<file path="src/hdl/srl_pkg.sv">
`default_nettype none
package srl_pkg;

  localparam int CAPACITY_DEFAULT = 16;

  localparam int OP_W     = 3;
  localparam int KEY_W    = 32;
  localparam int SCORE_W  = 10;
  localparam int STATUS_W = 2;
  localparam int COUNT_W  = 5;

  typedef enum logic [OP_W-1:0] {
    OP_PUSH_FRONT  = 3'd0,
    OP_PUSH_BACK   = 3'd1,
    OP_PUSH_SORTED = 3'd2,
    OP_POP_FRONT   = 3'd3,
    OP_POP_BACK    = 3'd4
  } op_t;

  typedef enum logic [STATUS_W-1:0] {
    ST_DONE  = 2'd0,
    ST_FULL  = 2'd1,
    ST_EMPTY = 2'd2
  } status_t;

  typedef enum logic [1:0] {
    S_IDLE,
    S_SCAN,
    S_POP_FRONT,
    S_POP_BACK
  } state_t;

  typedef enum logic [3:0] {
    CMD_IDLE,
    CMD_REPORT,
    CMD_PUSH_FRONT,
    CMD_PUSH_BACK,
    CMD_SCAN_START,
    CMD_SCAN_STEP,
    CMD_SCAN_PLACE,
    CMD_POP_FRONT_RD,
    CMD_POP_BACK_RD,
    CMD_POP_FRONT_DONE,
    CMD_POP_BACK_DONE
  } dp_cmd_t;

  typedef struct packed {
    logic signed [KEY_W-1:0] key;
    logic [SCORE_W-1:0]      score;
  } rec_t;

  typedef struct packed {
    dp_cmd_t op;
    status_t status;
  } dp_ctl_t;

  typedef struct packed {
    logic full;
    logic empty;
    logic scan_less;
    logic out_free;
  } dp_stat_t;

endpackage
`default_nettype wire

</file>
<file path="src/hdl/srl_ctrl.sv">
`default_nettype none
module srl_ctrl import srl_pkg::*; (
  input  logic            clk,
  input  logic            rst,
  input  logic            valid,
  input  logic [OP_W-1:0] opcode,
  output logic            ready,
  input  dp_stat_t        stat,
  output dp_ctl_t         ctl
);

  state_t state, state_next;
  logic   accept;

  always_ff @(posedge clk) begin
    if (rst) begin
      state <= S_IDLE;
    end else begin
      state <= state_next;
    end
  end

  always_comb begin
    state_next = state;
    ctl.op     = CMD_IDLE;
    ctl.status = ST_DONE;
    ready      = !rst && (state == S_IDLE) && stat.out_free;
    accept     = valid && ready;
    case (state)
      S_IDLE: begin
        if (accept) begin
          case (opcode)
            OP_PUSH_FRONT: begin
              if (stat.full) begin
                ctl.op     = CMD_REPORT;
                ctl.status = ST_FULL;
              end else begin
                ctl.op = CMD_PUSH_FRONT;
              end
            end
            OP_PUSH_BACK: begin
              if (stat.full) begin
                ctl.op     = CMD_REPORT;
                ctl.status = ST_FULL;
              end else begin
                ctl.op = CMD_PUSH_BACK;
              end
            end
            OP_PUSH_SORTED: begin
              if (stat.full) begin
                ctl.op     = CMD_REPORT;
                ctl.status = ST_FULL;
              end else begin
                ctl.op     = CMD_SCAN_START;
                state_next = S_SCAN;
              end
            end
            OP_POP_FRONT: begin
              if (stat.empty) begin
                ctl.op     = CMD_REPORT;
                ctl.status = ST_EMPTY;
              end else begin
                ctl.op     = CMD_POP_FRONT_RD;
                state_next = S_POP_FRONT;
              end
            end
            OP_POP_BACK: begin
              if (stat.empty) begin
                ctl.op     = CMD_REPORT;
                ctl.status = ST_EMPTY;
              end else begin
                ctl.op     = CMD_POP_BACK_RD;
                state_next = S_POP_BACK;
              end
            end
            default: begin
              ctl.op = CMD_REPORT;
            end
          endcase
        end
      end
      S_SCAN: begin
        if (stat.scan_less) begin
          ctl.op = CMD_SCAN_STEP;
        end else begin
          ctl.op     = CMD_SCAN_PLACE;
          state_next = S_IDLE;
        end
      end
      S_POP_FRONT: begin
        ctl.op     = CMD_POP_FRONT_DONE;
        state_next = S_IDLE;
      end
      S_POP_BACK: begin
        ctl.op     = CMD_POP_BACK_DONE;
        state_next = S_IDLE;
      end
      default: begin
        state_next = S_IDLE;
      end
    endcase
  end

endmodule
`default_nettype wire

</file>
<file path="config.mk">
export PLATFORM = sky130hd
export DESIGN_NAME = srl_ctrl
export DESIGN_NICKNAME = d
export VERILOG_FILES = /design/src/hdl/srl_pkg.sv /design/src/hdl/srl_ctrl.sv
export SDC_FILE = /design/constraint.sdc
export NUM_CORES = 1
export LEC_CHECK = 0
export BUFFER_PORTS_ARGS = -buffer_cell sky130_fd_sc_hd__buf_2
export CORE_AREA = 3 3 40 42
export DETAILED_ROUTE_END_ITERATION = 6
export DIE_AREA = 0 0 43 45
export PLACE_DENSITY_LB_ADDON = 0.3
export SLEW_MARGIN = 25
export SYNTH_ARGS = -nofsm -noshare
export SYNTH_HDL_FRONTEND = slang
export SYNTH_SLANG_ARGS = --single-unit
</file>
<file path="constraint.sdc">
create_clock -name clk -period 1.6 [get_ports clk]
set_input_delay 0.32 -clock clk [delete_from_list [all_inputs] [get_ports clk]]
set_output_delay 0.32 -clock clk [all_outputs]
set_load 0.01 [all_outputs]
</file>
==> out/results.tsv, run 1 <==
metric	value	unit
status	finished, violations left	
violations	negative setup slack	
dpl-instance-area	427	µm²
min_to	state[0]	
holdWs	0.382	ns
seq_area_frac_synth	0.133	
dp_worst_setup_slack	-0.0372	ns
ys_async_sr_fraction	0	
clock_latency	0.24	ns
synth_ff_type	dfxtp_1	
layout_setup_ws	-0.145	ns
synth_edf_count	0	
worstPathRequired	1.28	ns
fillers	139	
drt_first_pass_iters	4	
powerDensity	543	nW/µm²
crit_arrival	1.42	ns
fin_skew	0.00403	ns
synthCells	35	
layout.nets	71	
syn_area	302	µm²
worst_slew_pin_slew	0.302	ns
wirelength	912	µm
initial_core_util	0.235	
via_count	367	
worstPathMaxFanout	6	
syn-num-nets	45	
synth.yosys.warnings	0	
drtAntennaViolNets	0	
reg_top3	state (2)	
setup-violations-final	6	
core_area	1280	µm²
cts.path.max_buffers	2	
r2r_start	state[0]	
grt_setup_unrepaired	yes	
critPathKind	reg2out	
dieArea	1940	µm²
ios	17	
dieWidth	43	µm
multi_input_area	241	µm²
maxCapViolations	0	
cts_hold_buf	0	
start_kind	register	
end_kind	primary output	
tritoncts	done	
max_stage_delay	0.33	ns
grt_pass1_wl	1.51	mm
synth_cell_types	22	
drt_iter0_markers	13	
clk_pin_slew	0.04	ns
hpwlAfterDp	667	µm
die_h	45	µm
hp-start	stat[1]	
drc	0	
reg2reg_slack	0.25	ns
min_period	1.74	ns
drive_gt1_frac	0.610	
design_area	477	µm²
fin_crit_sh	1.09	
cts.sink_count	2	
grt_pass1_vias	389	
synthToLayoutAreaGrowth	58.1	%
h-tree-depth	1	
synth.avg_cell_area	8.62	µm²
hold_viol	0	
crit_slowest_cell	nor4b_4	
io_buffer_count	16	
drt-vias-per-instance	4.96	
r2r_end	state[0]	
hold_path_class	in2reg	
antenna_found_initial	0	
top_register	state	
largest_register_ff_count	2	
cts_made_buffers	3	
wire_per_inst	12.3	µm
synth-seq-cells	2	
peakVddDrop	0.000324	V
grt_max_degree	9	
gp_congestion	0.744	
cellLeakagePower	0.251	nW
min_delay_path_depth	3	
grt_util_all_layers	0.110	
slew_viol_final	0	
max_freq	0.573	GHz
num_rows	13	
slew_headroom	0.797	
reg2regPathDepth	4	
seq_area	41.3	µm²
overflow	0	
cts_root_buffer	clkbuf_4	
path_cells	nor4b_4 -> nand2_4 -> nor2_2 -> a32o_1 -> buf_2	
insertedDiodeCount	0	
[stage by stage]
| stage | instances | setup TNS, ns | total power, W | utilization |
|---|---|---|---|---|
| floorplan | 35 | -0.0324 | 0.0000922 | - |
| global placement | 70 | -0.00758 | 0.000130 | 0.332 |
| detailed placement | 70 | -0.0672 | 0.000129 | 0.332 |
| CTS | 74 | -0.731 | 0.000264 | 0.371 |
| global route | 74 | -1.16 | 0.000275 | 0.371 |
| finish | 74 | -0.669 | 0.000259 | 0.371 |
[cell usage after synthesis (2+ instances only)]
| cell | number | share of area |
|---|---|---|
| and3_1 | 2 | 0.041 |
| o22ai_1 | 2 | 0.041 |
| dfxtp_1 | 2 | 0.13 |
| o41ai_2 | 3 | 0.16 |
| nand2_1 | 4 | 0.050 |
| inv_1 | 4 | 0.050 |
| a21oi_1 | 2 | 0.033 |
| nor2_1 | 2 | 0.025 |
[final cells by class]
class / instances / area share
Timing Repair Buffer: 22 / 0.289
Sequential cell: 2 / 0.0866
Tap cell: 15 / 0.0394
Clock buffer: 3 / 0.0472
Inverter: 4 / 0.0315
Multi-Input combinational cell: 28 / 0.507
[worst max-delay path by stage]
| stage | slack (ns) | cells past startpoint | endpoint | start |
|---|---|---|---|---|
| 6_report | -0.14 | 5 | ctl[4] | state[0] |
| 5_1_grt | -0.22 | 4 | ctl[3] | state[0] |
| 4_1_cts | -0.14 | 5 | ctl[4] | state[0] |
| 3_5_place_dp | -0.04 | 5 | ctl[3] | rst |
| 3_3_place_gp | -0.007 | 5 | ctl[3] | rst |
| 2_1_floorplan | -0.02 | 4 | ctl[3] | state[0] |
[timing repair]
| action | in CTS | in global routing |
|---|---|---|
| resized for setup | 5 | 0 |
| endpoints found under the setup margin | 6 | 6 |
| setup buffers | 1 | 0 |
| pin swaps | 4 | 0 |
[cell usage in the layout, fill, tap and decap left out, types with 2 or more instances in the layout]
cell      count
buf_6         2
o41ai_2       3
clkbuf_4      3
nand2_1       4
inv_1         4
buf_4         6
and3_1        2
buf_2        14
o22ai_1       2
[critical path: cells and delay by family (launching register included)]
kind | cells | cell delay, ns
buffers and inverters | 1 | 0.12
and+or+nand+nor | 3 | 0.58
AOI/OAI and AO/OA | 1 | 0.16
DFF | 1 | 0.32
[kinds of logic after synthesis]
| family | count (synthesis) | synth area share |
|---|---|---|
| buffers and inverters | 5 | 0.0871 |
| AND/OR/NAND/NOR | 15 | 0.369 |
| AO/OA/AOI/OAI | 11 | 0.349 |
| XOR/XNOR | 1 | 0.0291 |
| multiplexers | 1 | 0.0332 |
| flip-flops | 2 | 0.133 |
[per-layer routing]
metal / vias to the layer above / global-route usage / routed length, µm
li1: 183 / - / -
met1: 167 / 0.110 / 389
met2: 14 / 0.180 / 435
met3: 3 / 0.0359 / 60
met4: 0 / 0.108 / 26
met5: - / 0 / 0
[where the power goes]
part           total (W)  leakage, nW  switching [W]  internal, W
registers      0.0000527       0.0167     0.00000118    0.0000515
logic          0.0000826        0.221      0.0000412    0.0000414
clock network   0.000123       0.0138      0.0000397    0.0000837
total           0.000259        0.251      0.0000821     0.000177
(Power assumes the default switching activity.)
==> run 2: changes to the inputs <==
CORE_AREA = 2 2 39 41   (was 3 3 40 42)
CTS_BUF_LIST = sky130_fd_sc_hd__clkbuf_8 sky130_fd_sc_hd__clkbuf_16   (was unset)
DIE_AREA = 0 0 41 43   (was 0 0 43 45)
==> run 2 against run 1 <==
Compared with the run above: the flow still finishes with violations (negative setup slack); register-to-register slack got worse by 0.03 ns; combinational power grew 4.0%; total power up 31%; cell area grew 6.8%; clock skew about the same; largest cell class unchanged.
==> out/results.tsv, run 2 (synthesized netlist as in run 1, its figures left out) <==
metric	value	unit
cellLeakagePower	0.265	nW
num_rows	14	
crit_arrival	1.38	ns
cts.sink_count	2	
wirelength	897	µm
layout.nets	72	
drt_iter0_markers	12	
worstPathRequired	1.28	ns
utilization	0.368	
overflow	0	
wire_per_inst	11.8	µm
cts.path.max_buffers	2	
critPathKind	reg2out	
tritoncts	done	
dieWidth	41	µm
reg2reg_slack	0.22	ns
drc	0	
via_count	377	
slew_viol_final	0	
die_h	43	µm
grt_max_degree	9	
dieArea	1760	µm²
cts_hold_buf	0	
powerDensity	668	nW/µm²
grt_util_all_layers	0.106	
h-tree-depth	1	
holdWs	0.439	ns
violations	negative setup slack	
grt_setup_unrepaired	yes	
initial_core_util	0.218	
drt_first_pass_iters	4	
fin_skew	0.00358	ns
maxCapViolations	0	
start_kind	register	
max_freq	0.589	GHz
final_common_cell	buf_2	
insertedDiodeCount	0	
antenna_found_initial	0	
grt_pass1_wl	1.29	mm
cts_made_buffers	3	
synthToLayoutAreaGrowth	68.9	%
peakVddDrop	0.000392	V
drive_gt1_frac	0.617	
largest_register_ff_count	2	
hpwlAfterDp	661	µm
drt-vias-per-instance	4.96	
final_cell_mix	14 x buf_2, 7 x buf_4, 4 x nand2_1, 4 x inv_1	
status	finished, violations left	
hold_viol	0	
hold_path_class	in2reg	
top_register	state	
worstPathMaxFanout	6	
worst_slew_pin_slew	0.275	ns
end_kind	primary output	
grt_pass1_vias	353	
gp_congestion	0.704	
layout_setup_ws	-0.0971	ns
core_area	1380	µm²
setup-violations-final	6	
reg_top3	state (2)	
slew_headroom	0.815	
fillers	155	
ios	17	
cts_root_buffer	clkbuf_8	
clk_pin_slew	0.03	ns
clock_latency	0.21	ns
drtAntennaViolNets	0	
fin_crit_sh	1.06	
min_period	1.70	ns
io_buffer_count	16	
-- run 2: per-layer routing --
layer  wire [µm]  part of all wire  vias to the layer above  track usage
li1            -                 -                      184            -
met1         380              0.42                      177        0.125
met2         463              0.52                       14        0.172
met3          45             0.050                        2       0.0157
met4           8            0.0089                        0       0.0600
met5           0                 0                        -            0
-- run 2: timing repair --
action,in CTS,in global routing
pin swaps,5,1
gates cloned,0,0
endpoints found under the setup margin,6,6
buffers inserted,1,0
gates resized for setup,6,0
-- run 2: power by group --
group / total [W] / internal (W) / switching [W] / leakage [nW]
clock: 0.000202 / 0.000159 / 0.0000422 / 0.0216
combinational: 0.0000859 / 0.0000434 / 0.0000425 / 0.226
sequential: 0.0000527 / 0.0000516 / 0.00000114 / 0.0167
-- run 2: final cells by class --
type	count	area (µm²)	share of cell area
well taps	16	20.0	0.0393
repair buffers	23	145	0.285
inverters	4	15.0	0.0295
multi-input cells	28	246	0.484
clock buffers	3	41.3	0.0811
flip-flops and latches	2	41.3	0.0811
-- run 2: path summary, 6_finish.rpt --
kind / start / to / depth (start not counted)
max reg2reg: state[0] / state[0] / 4
min: stat[1] / state[0] / 3
min reg2reg: state[0] / state[0] / 3
max: state[0] / ctl[5] / 4
-- run 2: worst max-delay path, cell delays in order (launching register included) --
cell     delay, ns
dfxtp_2       0.32
nor4b_4       0.32
nand2_4       0.13
o41ai_2       0.21
buf_2         0.18
-- run 2: through the flow --
| step | instance area, µm² | cells | total power, W | setup slack (ns) | TNS (ns) |
|---|---|---|---|---|---|
| after CTS | 509 | 76 | 0.000346 | -0.117 | -0.554 |
| after floorplan | 302 | 35 | 0.0000922 | -0.0162 | -0.0324 |
| after global placement | 435 | 72 | 0.000131 | -0.0354 | -0.0443 |
| final | 509 | 76 | 0.000340 | -0.0971 | -0.436 |
| after detailed placement | 435 | 72 | 0.000131 | -0.0194 | -0.0388 |
| after global routing | 509 | 76 | 0.000359 | -0.151 | -0.772 |
