`config.mk`:
```
export PLATFORM = sky130hd
export DESIGN_NAME = srl_dp
export DESIGN_NICKNAME = d
export VERILOG_FILES = /design/src/hdl/srl_pkg.sv /design/src/hdl/srl_dp.sv
export SDC_FILE = /design/constraint.sdc
export NUM_CORES = 1
export LEC_CHECK = 0
export BUFFER_PORTS_ARGS = -buffer_cell sky130_fd_sc_hd__buf_4
export CAP_MARGIN = 40
export CORE_MARGIN = 4
export CORE_UTILIZATION = 25
export CTS_BUF_LIST = sky130_fd_sc_hd__clkbuf_16
export DETAILED_ROUTE_END_ITERATION = 8
export PLACE_DENSITY = 0.44
export SLEW_MARGIN = 20
export SYNTH_ARGS = -nofsm -noshare
export SYNTH_HDL_FRONTEND = slang
export SYNTH_SLANG_ARGS = --single-unit
```
`constraint.sdc`:
```
create_clock -name clk -period 6.35 [get_ports clk]
set_clock_uncertainty 0.1 [all_clocks]
set_input_delay 0.9525 -clock clk [delete_from_list [all_inputs] [get_ports clk]]
set_output_delay 0.9525 -clock clk [all_outputs]
set_load 0.02 [all_outputs]
```
`src/hdl/srl_pkg.sv`:
```
`default_nettype none
package srl_pkg;

  localparam int CAPACITY_DEFAULT = 16;

  localparam int OP_W     = 3;
  localparam int KEY_W    = 32;
  localparam int SCORE_W  = 10;
  localparam int STATUS_W = 2;
  localparam int COUNT_W  = 5;

  typedef enum logic [OP_W-1:0] {
    OP_PUSH_FRONT  = 3'd0,
    OP_PUSH_BACK   = 3'd1,
    OP_PUSH_SORTED = 3'd2,
    OP_POP_FRONT   = 3'd3,
    OP_POP_BACK    = 3'd4
  } op_t;

  typedef enum logic [STATUS_W-1:0] {
    ST_DONE  = 2'd0,
    ST_FULL  = 2'd1,
    ST_EMPTY = 2'd2
  } status_t;

  typedef enum logic [1:0] {
    S_IDLE,
    S_SCAN,
    S_POP_FRONT,
    S_POP_BACK
  } state_t;

  typedef enum logic [3:0] {
    CMD_IDLE,
    CMD_REPORT,
    CMD_PUSH_FRONT,
    CMD_PUSH_BACK,
    CMD_SCAN_START,
    CMD_SCAN_STEP,
    CMD_SCAN_PLACE,
    CMD_POP_FRONT_RD,
    CMD_POP_BACK_RD,
    CMD_POP_FRONT_DONE,
    CMD_POP_BACK_DONE
  } dp_cmd_t;

  typedef struct packed {
    logic signed [KEY_W-1:0] key;
    logic [SCORE_W-1:0]      score;
  } rec_t;

  typedef struct packed {
    dp_cmd_t op;
    status_t status;
  } dp_ctl_t;

  typedef struct packed {
    logic full;
    logic empty;
    logic scan_less;
    logic out_free;
  } dp_stat_t;

endpackage
`default_nettype wire

```
`src/hdl/srl_dp.sv`:
```
`default_nettype none
module srl_dp import srl_pkg::*; #(
  parameter int CAPACITY = CAPACITY_DEFAULT
) (
  input  logic                    clk,
  input  logic                    rst,
  input  logic signed [KEY_W-1:0] record_key,
  input  logic [SCORE_W-1:0]      record_score,
  input  dp_ctl_t                 ctl,
  output dp_stat_t                stat,
  output logic                    out_valid,
  input  logic                    out_ready,
  output logic [STATUS_W-1:0]     out_status,
  output logic [COUNT_W-1:0]      out_count,
  output logic signed [KEY_W-1:0] out_key,
  output logic [SCORE_W-1:0]      out_score
);

  localparam int AW = (CAPACITY > 1) ? $clog2(CAPACITY) : 1;
  localparam int CW = $clog2(CAPACITY + 1);

  function automatic logic [AW-1:0] idx_inc(input logic [AW-1:0] a);
    idx_inc = (a == AW'(CAPACITY - 1)) ? '0 : a + 1'b1;
  endfunction

  function automatic logic [AW-1:0] idx_dec(input logic [AW-1:0] a);
    idx_dec = (a == '0) ? AW'(CAPACITY - 1) : a - 1'b1;
  endfunction

  function automatic logic [AW-1:0] idx_add(input logic [AW-1:0] a, input logic [AW-1:0] b);
    logic [AW:0] s;
    s = {1'b0, a} + {1'b0, b};
    if (s >= (AW+1)'(CAPACITY)) begin
      s = s - (AW+1)'(CAPACITY);
    end
    idx_add = s[AW-1:0];
  endfunction

  function automatic logic [COUNT_W-1:0] to_count(input logic [CW-1:0] c);
    logic [CW+COUNT_W-1:0] ext;
    ext = {{COUNT_W{1'b0}}, c};
    to_count = ext[COUNT_W-1:0];
  endfunction

  rec_t mem [CAPACITY];
  rec_t rdata;

  logic [AW-1:0] head, head_next;
  logic [CW-1:0] count, count_next;
  logic [CW-1:0] cnt_m1;
  logic [AW-1:0] scan_rd, scan_rd_next;
  logic [AW-1:0] scan_wr, scan_wr_next;
  logic [CW-1:0] scan_idx, scan_idx_next;
  rec_t          item, item_next;

  logic          wr_en;
  logic [AW-1:0] wr_addr;
  rec_t          wr_data;
  logic [AW-1:0] rd_addr;

  logic                    load;
  logic [STATUS_W-1:0]     load_status;
  logic [CW-1:0]           load_count;
  rec_t                    load_rec;

  assign cnt_m1 = count - CW'(1);

  assign stat.full      = (count == CW'(CAPACITY));
  assign stat.empty     = (count == '0);
  assign stat.scan_less = (scan_idx < count) && ($signed(rdata.key) < $signed(item.key));
  assign stat.out_free  = !out_valid || out_ready;

  always_comb begin
    head_next     = head;
    count_next    = count;
    scan_rd_next  = scan_rd;
    scan_wr_next  = scan_wr;
    scan_idx_next = scan_idx;
    item_next     = item;
    wr_en         = 1'b0;
    wr_addr       = head;
    wr_data       = '{key: record_key, score: record_score};
    rd_addr       = head;
    load          = 1'b0;
    load_status   = ST_DONE;
    load_count    = count;
    load_rec      = '0;
    case (ctl.op)
      CMD_REPORT: begin
        load        = 1'b1;
        load_status = ctl.status;
      end
      CMD_PUSH_FRONT: begin
        wr_en      = 1'b1;
        wr_addr    = idx_dec(head);
        head_next  = idx_dec(head);
        count_next = count + 1'b1;
        load       = 1'b1;
        load_count = count_next;
      end
      CMD_PUSH_BACK: begin
        wr_en      = 1'b1;
        wr_addr    = idx_add(head, count[AW-1:0]);
        count_next = count + 1'b1;
        load       = 1'b1;
        load_count = count_next;
      end
      CMD_SCAN_START: begin
        rd_addr       = head;
        scan_rd_next  = idx_inc(head);
        scan_wr_next  = idx_dec(head);
        scan_idx_next = '0;
        item_next     = '{key: record_key, score: record_score};
      end
      CMD_SCAN_STEP: begin
        wr_en         = 1'b1;
        wr_addr       = scan_wr;
        wr_data       = rdata;
        rd_addr       = scan_rd;
        scan_rd_next  = idx_inc(scan_rd);
        scan_wr_next  = idx_inc(scan_wr);
        scan_idx_next = scan_idx + 1'b1;
      end
      CMD_SCAN_PLACE: begin
        wr_en      = 1'b1;
        wr_addr    = scan_wr;
        wr_data    = item;
        head_next  = idx_dec(head);
        count_next = count + 1'b1;
        load       = 1'b1;
        load_count = count_next;
      end
      CMD_POP_FRONT_RD: begin
        rd_addr = head;
      end
      CMD_POP_BACK_RD: begin
        rd_addr = idx_add(head, cnt_m1[AW-1:0]);
      end
      CMD_POP_FRONT_DONE: begin
        head_next  = idx_inc(head);
        count_next = cnt_m1;
        load       = 1'b1;
        load_count = cnt_m1;
        load_rec   = rdata;
      end
      CMD_POP_BACK_DONE: begin
        count_next = cnt_m1;
        load       = 1'b1;
        load_count = cnt_m1;
        load_rec   = rdata;
      end
      default: begin
      end
    endcase
  end

  always_ff @(posedge clk) begin
    if (wr_en) begin
      mem[wr_addr] <= wr_data;
    end
    rdata <= mem[rd_addr];
  end

  always_ff @(posedge clk) begin
    if (rst) begin
      head      <= '0;
      count     <= '0;
      out_valid <= 1'b0;
    end else begin
      head  <= head_next;
      count <= count_next;
      if (load) begin
        out_valid <= 1'b1;
      end else if (out_ready) begin
        out_valid <= 1'b0;
      end
    end
  end

  always_ff @(posedge clk) begin
    scan_rd  <= scan_rd_next;
    scan_wr  <= scan_wr_next;
    scan_idx <= scan_idx_next;
    item     <= item_next;
    if (load) begin
      out_status <= load_status;
      out_count  <= to_count(load_count);
      out_key    <= load_rec.key;
      out_score  <= load_rec.score;
    end
  end

endmodule
`default_nettype wire

```
==> impl_metrics.ini, run 1 <==
[clocking]
cts_resized = 0
htreeDepth = 3
clock_path_buffers = 3
clk_pin_slew_ps = 60
cts_tree = built
cts_setup_buffers = 0
worstSkewPairLatency_ps = 650
cts_made_buffers = 92
numClockSinks = 828
clk_root_buffer_cell = clkbuf_16
cts.hold.buffers_added = 0

[grt]
grt_pass1_wl_mm = 141.5
antenna_found_initial = 4
grt_usage = 0.1343
grt_start_max_net_pins = 170
grt_overflow = 0
grt_pass1_vias = 20180

[logic_synthesis]
netlist.area_leader.share = 0.6984
syn-cell-area_um2 = 33370
netlist.top_cell.by_area = edfxtp_1
async_flop_share = 0
yosys_warnings = 0
synth_edf_count = 776
syn_area_per_cell_um2 = 13.42
synth_area_leaders = edfxtp_1, nand2_1, nand3_1, dfxtp_1, ha_1
synth-seq-cells = 828
synthDistinctLibCells = 70
syn_nets = 2589
synth_cells = 2487
ys_dominant_reg_cell = edfxtp_1
seq_area_frac_synth = 0.7296

[final_layout]
nFillCells = 13240
final_cell_area_um2 = 39590
drive_above_1_share = 0.1241
area_growth_pct = 18.64
fin_util = 0.3000
final_common_cell = edfxtp_1
final_cell_mix = edfxtp_1, nand2_1, nand3_1
stdcell_count = 4448
finalNetCount = 2720

[floorplan]
dieArea_um2 = 139400
core-area_um2 = 132000
die_x_um = 373.3
die_h_um = 373.3
initial_utilization = 0.2529
io_pins = 105
num_rows = 133

[placement]
placed_cells = 4276
gp_congestion = 0.7302
placed_area_um2 = 36760
dp_hpwl_mm = 55.87
port_buffers = 104

[status]
outcome = completed

[flow_run]
drv_cap = 0

[route]
drt-initial-drc-count = 1663
drc = 0
ant_nets = 0
drt_wl_total_mm = 95.72
vias_per_cell = 4.546
num_vias = 20220
wl_per_cell_um = 21.52
first_pass_iters = 7

[timing]
rsz0062_at_grt = false
hold_violations = 0
slew_headroom = 0.3782
tns_ps = 0
worst_pin_slew_ps = 932.7
drv_slew = 0
post-route-period-util = 0.7463
period_minus_slack_ps = 4739
setup_violations = 0
fmax_mhz = 211.0

[worst_setup_path]
worstPathArrival_ps = 3690
start_kind = flop
critPathMaxFanout = 3
worstSetupEndpointType = primary output
critPathKind = reg -> out
critPathRequiredTime_ps = 5300
rrSetupSlack_ps = 2100

[pwr]
peakVddDrop_mv = 0.1781
power_density_nw_per_um2 = 322.0
leakage_nw = 13.93

[min_path]
worst_hold_path_type = in -> reg
-- cell type report --
| type | count | area [µm²] | share of cell area |
|---|---|---|---|
| Clock buffer | 95 | 2377 | 0.06005 |
| Sequential cell | 828 | 24340 | 0.6150 |
| Inverter | 87 | 327.8 | 0.008281 |
| Multi-Input combinational cell | 1428 | 8134 | 0.2055 |
| Clock inverter | 73 | 397.9 | 0.01005 |
| Timing Repair Buffer | 181 | 1807 | 0.04564 |
| Tap cell | 1755 | 2196 | 0.05547 |
| Antenna cell | 1 | 2.502 | 0.00006322 |
-- worst max-delay path, stage by stage (launching register included) --
cell and delay, ps:
edfxtp_1 510, inv_1 80, ha_1 310, nand4_1 160, nor4_1 350, buf_2 250
a21boi_0 560, nor4b_1 180, nand3_1 130, nor4b_1 300, buf_4 210
-- cells by family after synthesis --
group	synth area share
XOR/XNOR	0.004987
buffers and inverters	0.03225
adder cells (fa/ha/maj)	0.01957
flip-flops	0.7296
AND/OR/NAND/NOR	0.1468
AO/OA/AOI/OAI	0.05122
multiplexers	0.01560
-- stage by stage --
step | total power, mW | setup WS [ps] | hold slack [ps]
2_1_floorplan | 7.296 | 1516 | 407.2
3_3_place_gp | 7.932 | 1727 | 391.4
3_5_place_dp | 7.945 | 1875 | 407.5
4_1_cts | 12.93 | 1411 | 334.4
5_1_grt | 13.31 | 1294 | 344.4
6_report | 12.75 | 1611 | 388.2
-- where the power goes --
group / internal [mW] / total (mW) / switching, mW
clock: 2.78 / 4.94 / 2.16
combinational: 0.457 / 1.41 / 0.951
sequential: 6.23 / 6.40 / 0.165
-- worst paths after layout --
path / from / endpoint / cells after the start
setup / recovery: item[31] / stat[1] / 10
hold reg to reg: out_valid / out_valid / 2
hold / removal: record_key[23] / item[33] / 1
setup reg to reg: head[1] / mem[0][20] / 10
-- layer usage --
| metal | vias up | track usage | share of wire |
|---|---|---|---|
| li1 | 9459 | - | - |
| met1 | 10210 | 0.1940 | 0.48 |
| met2 | 441 | 0.2133 | 0.46 |
| met3 | 106 | 0.02010 | 0.043 |
| met4 | 0 | 0.03020 | 0.016 |
| met5 | - | 0 | 0 |
-- registers in the layout (all words and copies together) (netlist names) --
name and cells:
out_status 2, scan_wr 4, out_key 32, scan_rd 4
out_valid 1, mem 672, head 4, count 5
item 42, out_count 5, scan_idx 5, rdata 42
out_score 10
-- synthesized netlist by cell type (12+ instances only) --
master    count
mux2i_1      52
a32oi_1      41
buf_4        22
ha_1         49
o21ai_1      40
clkbuf_1     56
nand4_1      86
dfxtp_1      52
edfxtp_1    776
xnor2_1      13
a21oi_1      30
nor2_1       44
inv_1        87
o21ai_0      12
nand2_1     601
buf_2        46
a21o_1       16
and2_1       43
a222oi_1     42
nand3_1     253
(Power assumes the default switching activity.)
==> run 2, diff against run 1 <==
Clock period 6.35 ns to 4.7 ns, I/O delays scaled along.
==> run 2 against run 1 <==
Against the previous run: sequential share of layout area hardly changed; clock-buffer cell count up 1; final area about the same; sequential cell count unchanged; first-iteration DRC count grew 8.8%; die area stayed put; non-clock buffer count down 6; sequential power is 35% higher; wire length rose by 1.6%; highest routed layer unchanged.
==> impl_metrics.ini, run 2 (same netlist as run 1, synthesis figures left out) <==
[worst_setup_path]
r2r_end = mem[4][6]
worstSetupEndpointType = primary output
cp_cell_sequence = ha_1, and3_1, o211ai_1, a21boi_0, nor4b_1, a21oi_1, nor4b_1, buf_4, buf_4
slowest_delay_ps = 450
cp_slowest_cell = dfxtp_1
critPathRequiredTime_ps = 3890
critPathKind = reg -> out
critPathMaxFanout = 3
cp_num_buf_inv = 2
rrSetupSlack_ps = 840
crit_family = simple AND/OR/NAND/NOR gates
timing.rr.start = head[0]
start_kind = flop
worstPathArrival_ps = 3440
rr_worst_depth = 10

[final_layout]
drive_above_1_share = 0.1229
largestRegisters = mem x672, item x42, rdata x42
final_common_cell = edfxtp_1
final_cell_mix = edfxtp_1, nand2_1, nand3_1
final_cell_area_um2 = 39570
largest_reg_flops = 672
largest-register = mem
nFillCells = 13270
area_growth_pct = 18.58
finalNetCount = 2715

[route]
drc = 0
drt_wl_total_mm = 97.27
ant_nets = 0
num_vias = 20220
wl_per_cell_um = 21.89
first_pass_iters = 5
vias_per_cell = 4.551
drt-initial-drc-count = 1809

[timing]
hold_violations = 0
setup_violations = 0
fmax_mhz = 235.7
slew_headroom = 0.4057
layout_setup_ws_ps = 458.1
tns_ps = 0
drv_slew = 0
worst_pin_slew_ps = 887.5
holdWs_ps = 122.1
post-route-period-util = 0.9025
period_minus_slack_ps = 4242
rsz0062_at_grt = false

[clocking]
cts_resized = 0
cts_made_buffers = 93
clk_pin_slew_ps = 60
cts_tree = built
clk_root_buffer_cell = clkbuf_16
worstSkewPairLatency_ps = 670
clock_path_buffers = 3
cts_setup_buffers = 0
cts.hold.buffers_added = 0
htreeDepth = 3
numClockSinks = 828

[grt]
grt_usage = 0.1359
grt_overflow = 0
grt_start_max_net_pins = 125
antenna_found_initial = 5
grt_pass1_vias = 20050
grt_pass1_wl_mm = 142.0

[min_path]
min_to = item[8]
min_from = record_score[8]
holdPathStages = 1
worst_hold_path_type = in -> reg

[placement]
dp_hpwl_mm = 53.89
port_buffers = 104
dp_slack_ps = 838.6
placed_area_um2 = 36760
gp_congestion = 0.7383

[floorplan]
io_pins = 105
dieArea_um2 = 139400
die_h_um = 373.3
core-area_um2 = 132000
die_x_um = 373.3
num_rows = 133
initial_utilization = 0.2529

[status]
outcome = completed

[pwr]
power_density_nw_per_um2 = 437.1
leakage_nw = 13.89
peakVddDrop_mv = 0.2439

[flow_run]
drv_cap = 0
==> run 2: cell count changes in the layout (fill, tap and decap cells not counted), sizes merged <==
cell	delta
clkinvlp	-2
inv	-2
diode	+1
buf	-6
clkinv	+3
clkbuf	+1
==> run 2: layer usage <==
metal	GRT usage	vias up	part of all wire	wire (µm)
met1	0.1975	10230	0.48	47000
met3	0.02512	124	0.045	4356
li1	-	9452	-	-
met5	0	-	0	0
met4	0.03599	0	0.022	2103
met2	0.2083	408	0.45	43800
==> run 2: cell type report <==
cell class | count | area [µm²] | area share
Antenna cell | 2 | 5.005 | 0.0001265
Clock buffer | 96 | 2402 | 0.06072
Clock inverter | 72 | 399.1 | 0.01009
Inverter | 87 | 327.8 | 0.008285
Multi-Input combinational cell | 1428 | 8129 | 0.2055
Sequential cell | 828 | 24340 | 0.6152
Tap cell | 1755 | 2196 | 0.05550
Timing Repair Buffer | 175 | 1764 | 0.04459
==> run 2: how the worst max path moves through the flow <==
stage,cells past startpoint,startpoint,endpoint,slack [ps]
floorplan,3,ctl[3],item[0],110
global route,9,rdata[23],stat[1],250
global placement,8,ctl[3],mem[4][8],880
CTS,9,rdata[23],stat[1],420
detailed placement,10,head[0],mem[4][8],840
finish,9,rdata[23],stat[1],460
==> run 2: metrics by stage <==
stage	util	cells	power [mW]
floorplan	-	2487	9.857
global placement	0.2786	4273	10.76
global route	0.2998	4441	18.07
detailed placement	0.2786	4273	10.75
CTS	0.2998	4441	17.56
finish	0.2998	4443	17.30
==> run 2: report_power, final <==
part | internal (mW) | switching, mW
Combinational | 0.621 | 1.31
Clock | 3.79 | 2.96
Sequential | 8.42 | 0.199
==> run 2: worst reg2reg max path, cell delays in order, from the launching register on <==
cell,delay [ps]
dfxtp_1,760
inv_1,170
ha_1,290
o21ba_2,250
o31ai_1,90
a221oi_1,300
o21ai_0,150
o21ai_0,140
nand2_1,280
nor2_4,650
buf_4,350
